File: src/hw/rtl/fbde_pkg.sv
//------------------------------------------------------------------------------
// fbde_pkg: shared types and constants for the frame-store draw engine
// Holds the item structs, action codes, screen geometry and the
// controller-to-datapath command and status types.
//------------------------------------------------------------------------------
package fbde_pkg;

  localparam int SCREEN_WIDTH  = 128;
  localparam int SCREEN_HEIGHT = 64;
  localparam int STORE_DEPTH   = 1024;
  localparam int ADDR_W        = 10;
  localparam int DATA_W        = 8;
  localparam logic [2:0] ROW_MASK = 3'b111;

  typedef enum logic [2:0] {
    ACT_PIXEL = 3'd0,
    ACT_LINE  = 3'd1,
    ACT_RECT  = 3'd2,
    ACT_FILL  = 3'd3,
    ACT_HRUN  = 3'd4,
    ACT_VRUN  = 3'd5,
    ACT_READ  = 3'd6,
    ACT_NOP   = 3'd7
  } action_t;

  typedef struct packed {
    logic [2:0] action;
    logic [7:0] x_a;
    logic [7:0] y_a;
    logic [7:0] x_b;
    logic [7:0] y_b;
    logic       pen_value;
    logic       filled;
    logic [9:0] byte_addr;
  } in_item_t;

  typedef struct packed {
    logic [7:0] read_data;
    logic       was_read;
  } out_item_t;

  // Controller states.
  typedef enum logic [2:0] {
    ST_CLEAR,
    ST_IDLE,
    ST_RUN,
    ST_READ,
    ST_RMW_WRITE,
    ST_DONE
  } state_t;

  // Sweep modes: what the datapath's point generator walks over.
  typedef enum logic [1:0] {
    MODE_LINE,
    MODE_BOX,
    MODE_ALL
  } mode_t;

  typedef struct packed {
    logic load;      // latch item and start a walk
    logic step;      // advance the walk to the next point
    logic rd_en;     // read the byte under the current point
    logic wr_en;     // write back the modified byte
    logic clr_en;    // write zero at the clear counter
    logic clr_step;  // advance the clear counter
    logic cap_read;  // capture read data into the result
  } dp_cmd_t;

  typedef struct packed {
    logic last;      // current point is the last of the walk
    logic clr_done;  // clear counter at its final entry
    logic is_read;
  } dp_sts_t;

endpackage

File: src/hw/rtl/fbde_ctrl.sv
//------------------------------------------------------------------------------
// fbde_ctrl: command sequencer
// Clears the store after reset, then runs each draw item as read-modify-write
// pixel updates, a read item as one read, and hands one result to the output.
//------------------------------------------------------------------------------
module fbde_ctrl (
  input  logic              clk,
  input  logic              rst_n,
  input  logic              in_valid,
  output logic              in_stall,
  output logic              out_valid,
  input  logic              out_stall,
  input  fbde_pkg::dp_sts_t sts,
  input  logic              skip,
  output fbde_pkg::dp_cmd_t cmd
);

  fbde_pkg::state_t state_r, state_nxt;

  // State register.
  always_ff @(posedge clk) begin
    if (!rst_n) begin
      state_r <= fbde_pkg::ST_CLEAR;
    end else begin
      state_r <= state_nxt;
    end
  end

  // Next state and commands.
  always_comb begin
    state_nxt = state_r;
    cmd       = '0;
    in_stall  = 1'b1;
    out_valid = 1'b0;
    case (state_r)
      fbde_pkg::ST_CLEAR: begin
        cmd.clr_en   = 1'b1;
        cmd.clr_step = 1'b1;
        if (sts.clr_done) begin
          state_nxt = fbde_pkg::ST_IDLE;
        end
      end
      fbde_pkg::ST_IDLE: begin
        in_stall = 1'b0;
        if (in_valid) begin
          cmd.load  = 1'b1;
          state_nxt = fbde_pkg::ST_RUN;
        end
      end
      fbde_pkg::ST_RUN: begin
        if (sts.is_read) begin
          cmd.rd_en = 1'b1;
          state_nxt = fbde_pkg::ST_READ;
        end else if (skip) begin
          if (sts.last) begin
            state_nxt = fbde_pkg::ST_DONE;
          end else begin
            cmd.step = 1'b1;
          end
        end else begin
          cmd.rd_en = 1'b1;
          state_nxt = fbde_pkg::ST_RMW_WRITE;
        end
      end
      fbde_pkg::ST_READ: begin
        cmd.cap_read = 1'b1;
        state_nxt    = fbde_pkg::ST_DONE;
      end
      fbde_pkg::ST_RMW_WRITE: begin
        cmd.wr_en = 1'b1;
        if (sts.last) begin
          state_nxt = fbde_pkg::ST_DONE;
        end else begin
          cmd.step  = 1'b1;
          state_nxt = fbde_pkg::ST_RUN;
        end
      end
      fbde_pkg::ST_DONE: begin
        out_valid = 1'b1;
        if (!out_stall) begin
          state_nxt = fbde_pkg::ST_IDLE;
        end
      end
      default: state_nxt = fbde_pkg::ST_IDLE;
    endcase
  end

`ifndef SYNTHESIS
  a_one_out: assert property (@(posedge clk) disable iff (!rst_n)
    (out_valid && !out_stall) |=> !out_valid)
    else $error("result delivered twice");
  a_no_accept_busy: assert property (@(posedge clk) disable iff (!rst_n)
    !in_stall |-> !out_valid)
    else $error("accepting while a result is pending");
  a_clear_first: assert property (@(posedge clk) disable iff (!rst_n)
    $fell(cmd.clr_en) |-> (state_r == fbde_pkg::ST_IDLE))
    else $error("clear sweep ended early");
`endif

endmodule

File: config.mk
export PLATFORM = sky130hd
export DESIGN_NAME = fbde_ctrl
export DESIGN_NICKNAME = d
export VERILOG_FILES = /design/src/hw/rtl/fbde_pkg.sv /design/src/hw/rtl/fbde_ctrl.sv
export SDC_FILE = /design/constraint.sdc
export NUM_CORES = 1
export LEC_CHECK = 0
export BUFFER_PORTS_ARGS = -buffer_cell sky130_fd_sc_hd__clkbuf_2
export CAP_MARGIN = 20
export CORE_AREA = 2 2 39 41
export DETAILED_ROUTE_END_ITERATION = 10
export DIE_AREA = 0 0 41 43
export PLACE_DENSITY = 0.44
export SLEW_MARGIN = 30
export SYNTH_ARGS = -nofsm -noshare
export SYNTH_HDL_FRONTEND = slang
export SYNTH_SLANG_ARGS = --single-unit
export TNS_END_PERCENT = 30
File: constraint.sdc
create_clock -name clk -period 2.4 [get_ports clk]
set_clock_uncertainty 0.2 [all_clocks]
set_input_delay 0.36 -clock clk [delete_from_list [all_inputs] [get_ports clk]]
set_output_delay 0.36 -clock clk [all_outputs]
set_load 0.01 [all_outputs]
Word level (Yosys, flattened, before mapping)
Cells that the tools add are included.
Widths: inputs -> output; s select.
- bits in registers: 3
- bits of input ports: 8
- word-level logic and storage cells: 34
- equality and inequality tests: 9
- multiplexer cells: 22
- reductions and logical operators: 2
- operator list (operator ; count):
    $mux 3 ; 7
    $pmux 3 s6 ; 1
    $mux 1 ; 12
    $eq 3x2->1 const B ; 2
    $eq 3x3->1 const B ; 2
    $ne 2x2->1 const B ; 3
    $ne 4x4->1 const B ; 1
    $reduce_and 4->1 ; 1
    $eq 3x1->1 const B ; 1
    $logic_not 3->1 ; 1
    $mux 2 ; 1
    $pmux 1 s2 ; 1

Logic depth before layout (Yosys ltp)
- depth in word-level cells: 4
- gate-level depth with buffers: 5

Least setup slack after synthesis
OpenSTA, ideal clock, no wires.
- kind: reg-to-output
- start: register state_r[0]
- end: output port cmd[2] in the netlist's numbering
- arrival time: 1.033 ns
- data required time: 1.840 ns
- path slack: 0.807 ns
- stages on the path, launching flop included: 4
- path buffers: 2
- path through: dfxtp_1 > buf_4 > nor3_1 > buf_4
- RTL lines (element ; line ; RTL):
    start, declared ; fbde_ctrl.sv:18 ; fbde_pkg::state_t state_r, state_nxt;
    start signal, assigned ; fbde_ctrl.sv:23 ; state_r <= fbde_pkg::ST_CLEAR;
    start signal, assigned ; fbde_ctrl.sv:25 ; state_r <= state_nxt;
    end, declared ; fbde_ctrl.sv:15 ; output fbde_pkg::dp_cmd_t cmd

==> results.md <==
- Counting cells, the worst reg-to-reg path comes to 4.
- The flip-flop cell with the highest count after synthesis is sky130_fd_sc_hd__dfxtp_1.
- The area taken by flip-flops and latches is 60.1 sq um.
- The clock latency reported for the late side of the worst-skew pair is 0.23 ns.
- Summing every instance area after synthesis gives 283 sq um.
- Ranked by total cell area, the synthesized netlist is headed by sky130_fd_sc_hd__dfxtp_1, sky130_fd_sc_hd__a21boi_2, sky130_fd_sc_hd__buf_4.
- The data arrival time of the critical path is 1.29 ns.
- The analysis attributes to cell leakage a power of 0.183 nW.
- The count of endpoints failing setup in the final report is 0.
- The clock tree buffer depth is 2.
- The global-route wire length before repair is 1080 um.
- The overall via count from detail_route is 315.
- The post-route fraction of the period consumed by the critical path is 77.3%.
- The top cell type by total area after synthesis is sky130_fd_sc_hd__dfxtp_1.
- The clock tree from TritonCTS is yes.
- Setup repair after global routing left no endpoint under its margin.
- After synthesis, the largest area contributor takes up 21.2% of total cell area.
- The width of the die is 41 um.
- Entering global routing, the biggest net connects 14 pins.
- The setup slack of the most critical reg-to-reg path is 0.99 ns.
- STA classifies the critical path endpoint as an output pin.
- The average cell area after synthesis is 7.44 sq um.
- In the final layout, the multi-input gates occupy 193 sq um.
- The die is 43 um tall.
- The floorplan step defined a core boundary enclosing 0.00138 sq mm.
- After legalization and detailed placement, the total HPWL measured 560 um.
- During synthesis, Yosys emitted a total of 0 warnings.
- The number of stages on the worst hold path is 3.
- The critical path is of the reg2out type.
- The upper clock frequency limit is 539 MHz.
- The final max-slew violation count is 0.
- The ratio of routed vias to standard cells is 4.38.
- In this run the critical register-to-register path is captured at state_r[1]$_SDFFE_PN0P_.
- The flow ran to the end, and the final reports show no timing, DRC or antenna violations.
- Measured against its own limit, the worst slew margin works out to 73.6%.
- Sorting the synthesized cells by how often they occur yields sky130_fd_sc_hd__dfxtp_1, sky130_fd_sc_hd__inv_1, sky130_fd_sc_hd__nand2_1, sky130_fd_sc_hd__nor2_1.
- The root buffer selected by CTS is sky130_fd_sc_hd__clkbuf_4.
- The register with the most flip-flops in the layout has 3 of them.
- The final hold slack is 0.167 ns.
- Before antenna repair, the detailed router went through 2 iterations.
- After synthesis, the share of flip-flops with an asynchronous set or reset is 0%.
- The initialized floorplan defines 14 standard-cell rows.
- For this run, the register share of the synthesized area comes to 21.2%.
- The endpoint with the worst hold slack is state_r[0]$_SDFFE_PN0P_.
- In the final routed layout, each cell accounts on average for 9.64 um.
- The largest registers in the layout are state_r x3.
- Once detail routing completed, the nets flagged for antenna violations numbered 0.
- After clock tree synthesis, the flow added hold-fix buffers numbering 0.
- The wire length reported by the detailed router is 694 um.
- The number of inserted diodes is 0.
- Clock-pin slew was measured on the worst setup and hold paths at 0.04 ns.
- At the end of the flow, the number of nets in the layout was 65.
- The initial antenna violation count is 0.
- Yosys mapped a number of flops with a built-in enable equal to 0.
- During placement, the flow inserted port buffers numbering 16.
- Fill cells in the final layout number 163.
- The total clock buffers created by CTS is 3.
- The number of setup buffers added after CTS is 0.
- The cell count after synthesis is 38.
- Global routing used 9.52% of the available tracks across all layers.
- The worst hold path begins at rst_n.
- The final RePlAce weighted congestion is 0.685.
- The number of global-route vias before repair was 260.
- Cells with a size suffix above 1 make up 46.4% of the layout.
- The hold violation total from the final report came to 0.
- The largest fanout on the critical path is 8.
- Max-cap violations in this run came to 0.
- For this run, design rule violations remaining after detail routing come to 0.
- CTS built an H-tree with a depth of 1.
- The initial standard-cell utilization of the core is 20.4%.
- The number of nets in the synthesized netlist is 46.
- The worst register-to-register path begins at state_r[0]$_SDFFE_PN0P_.
- The smallest clock period supported by the final layout is computed as 1.85 ns.
- The global route total overflow is 0.
- The area growth from synthesis to layout is 39.4%.
- STA classifies the critical path startpoint as a flop.
- The number of gates resized after CTS is 0.
- The number of ports placed on the die boundary is 17.
- The power density of the placed cells is 568 mW/mm^2.
- The maximum vdd drop is 0.303 mV.
- The path category of the worst min-delay check is in2reg.
- For this design, the sink count on the clock tree is 3.
- The aggregate negative setup slack is 0 ns.
- For the worst setup path, the data required time is 1.84 ns.
- The flop and latch count out of synthesis is 3.
- The most flop-heavy register is state_r.
- After the first detailed-routing iteration, the DRC count stood at 1.
- The worst-margin pin slew is 0.395 ns.
- The area enclosed by the die boundary is 0.00176 sq mm.
- The number of distinct library cells after synthesis is 25.
==> per-layer routing <==
layer	vias up	GRT usage [%]	part of all wire, %
met5	-	0	0
met4	0	2.00	0
met2	11	11.3	41
met3	0	7.85	6.6
li1	170	-	-
met1	134	13.1	52
==> kinds of logic (layout without fill, tap and decap cells) <==
group,Yosys count,in the layout,synth area share (%)
buffers and inverters,6,24,10.6
and+or+nand+nor,17,17,37.2
DFF,3,3,21.2
AOI/OAI and AO/OA,12,12,31.0
==> where the power goes <==
part	switching [mW]	internal, mW
logic	0.0341	0.0343
clock network	0.0255	0.0623
registers	0.0127	0.0550
total	0.0723	0.152
==> final cells by class <==
class | instances | area share (%)
timing repair buffer | 16 | 20.3
clock buffer | 4 | 6.67
tap | 16 | 5.08
sequential | 3 | 15.2
multi-input combinational | 29 | 48.9
inverter | 4 | 3.81
==> critical path, stage by stage, from the launching register on <==
cell                       delay [ns]
sky130_fd_sc_hd__dfxtp_1         0.44
sky130_fd_sc_hd__nor2b_4         0.25
sky130_fd_sc_hd__nand2_2         0.07
sky130_fd_sc_hd__a21boi_2        0.16
sky130_fd_sc_hd__clkbuf_2        0.15
==> layout by cell type (no fill, tap or decap), types with 2 or more instances in the layout <==
cell type	netlist	final
sky130_fd_sc_hd__clkbuf_2	0	16
sky130_fd_sc_hd__nor3_1	2	2
sky130_fd_sc_hd__a21oi_1	2	2
sky130_fd_sc_hd__dfxtp_1	3	3
sky130_fd_sc_hd__nor2_1	3	3
sky130_fd_sc_hd__nand2_1	3	3
sky130_fd_sc_hd__inv_1	3	3
sky130_fd_sc_hd__o21ai_0	2	2
sky130_fd_sc_hd__a21boi_2	2	2
sky130_fd_sc_hd__clkbuf_4	0	3
==> worst max-delay path by stage <==
stage	startpoint	end	slack [ns]	cells past startpoint
5_1_grt	state_r[1]$_SDFFE_PN0P_	cmd[5]	0.45	4
3_3_place_gp	sts[0]	cmd[5]	0.74	5
3_5_place_dp	sts[0]	cmd[5]	0.74	5
2_1_floorplan	state_r[0]$_SDFFE_PN0P_	cmd[2]	0.81	3
6_report	state_r[1]$_SDFFE_PN0P_	cmd[5]	0.55	4
4_1_cts	state_r[0]$_SDFFE_PN0P_	in_stall	0.54	3
==> stage by stage <==
stage | power [mW] | instance area [sq um] | cells | util (%) | setup slack, ns
finish | 0.224 | 394 | 72 | 28.5 | 0.545
global route | 0.246 | 394 | 72 | 28.5 | 0.447
CTS | 0.231 | 394 | 72 | 28.5 | 0.537
detailed placement | 0.138 | 368 | 68 | 26.6 | 0.744
global placement | 0.139 | 368 | 68 | 26.6 | 0.736
floorplan | 0.118 | 283 | 38 | - | 0.807
No activity file was read; power rests on OpenSTA's default activity.
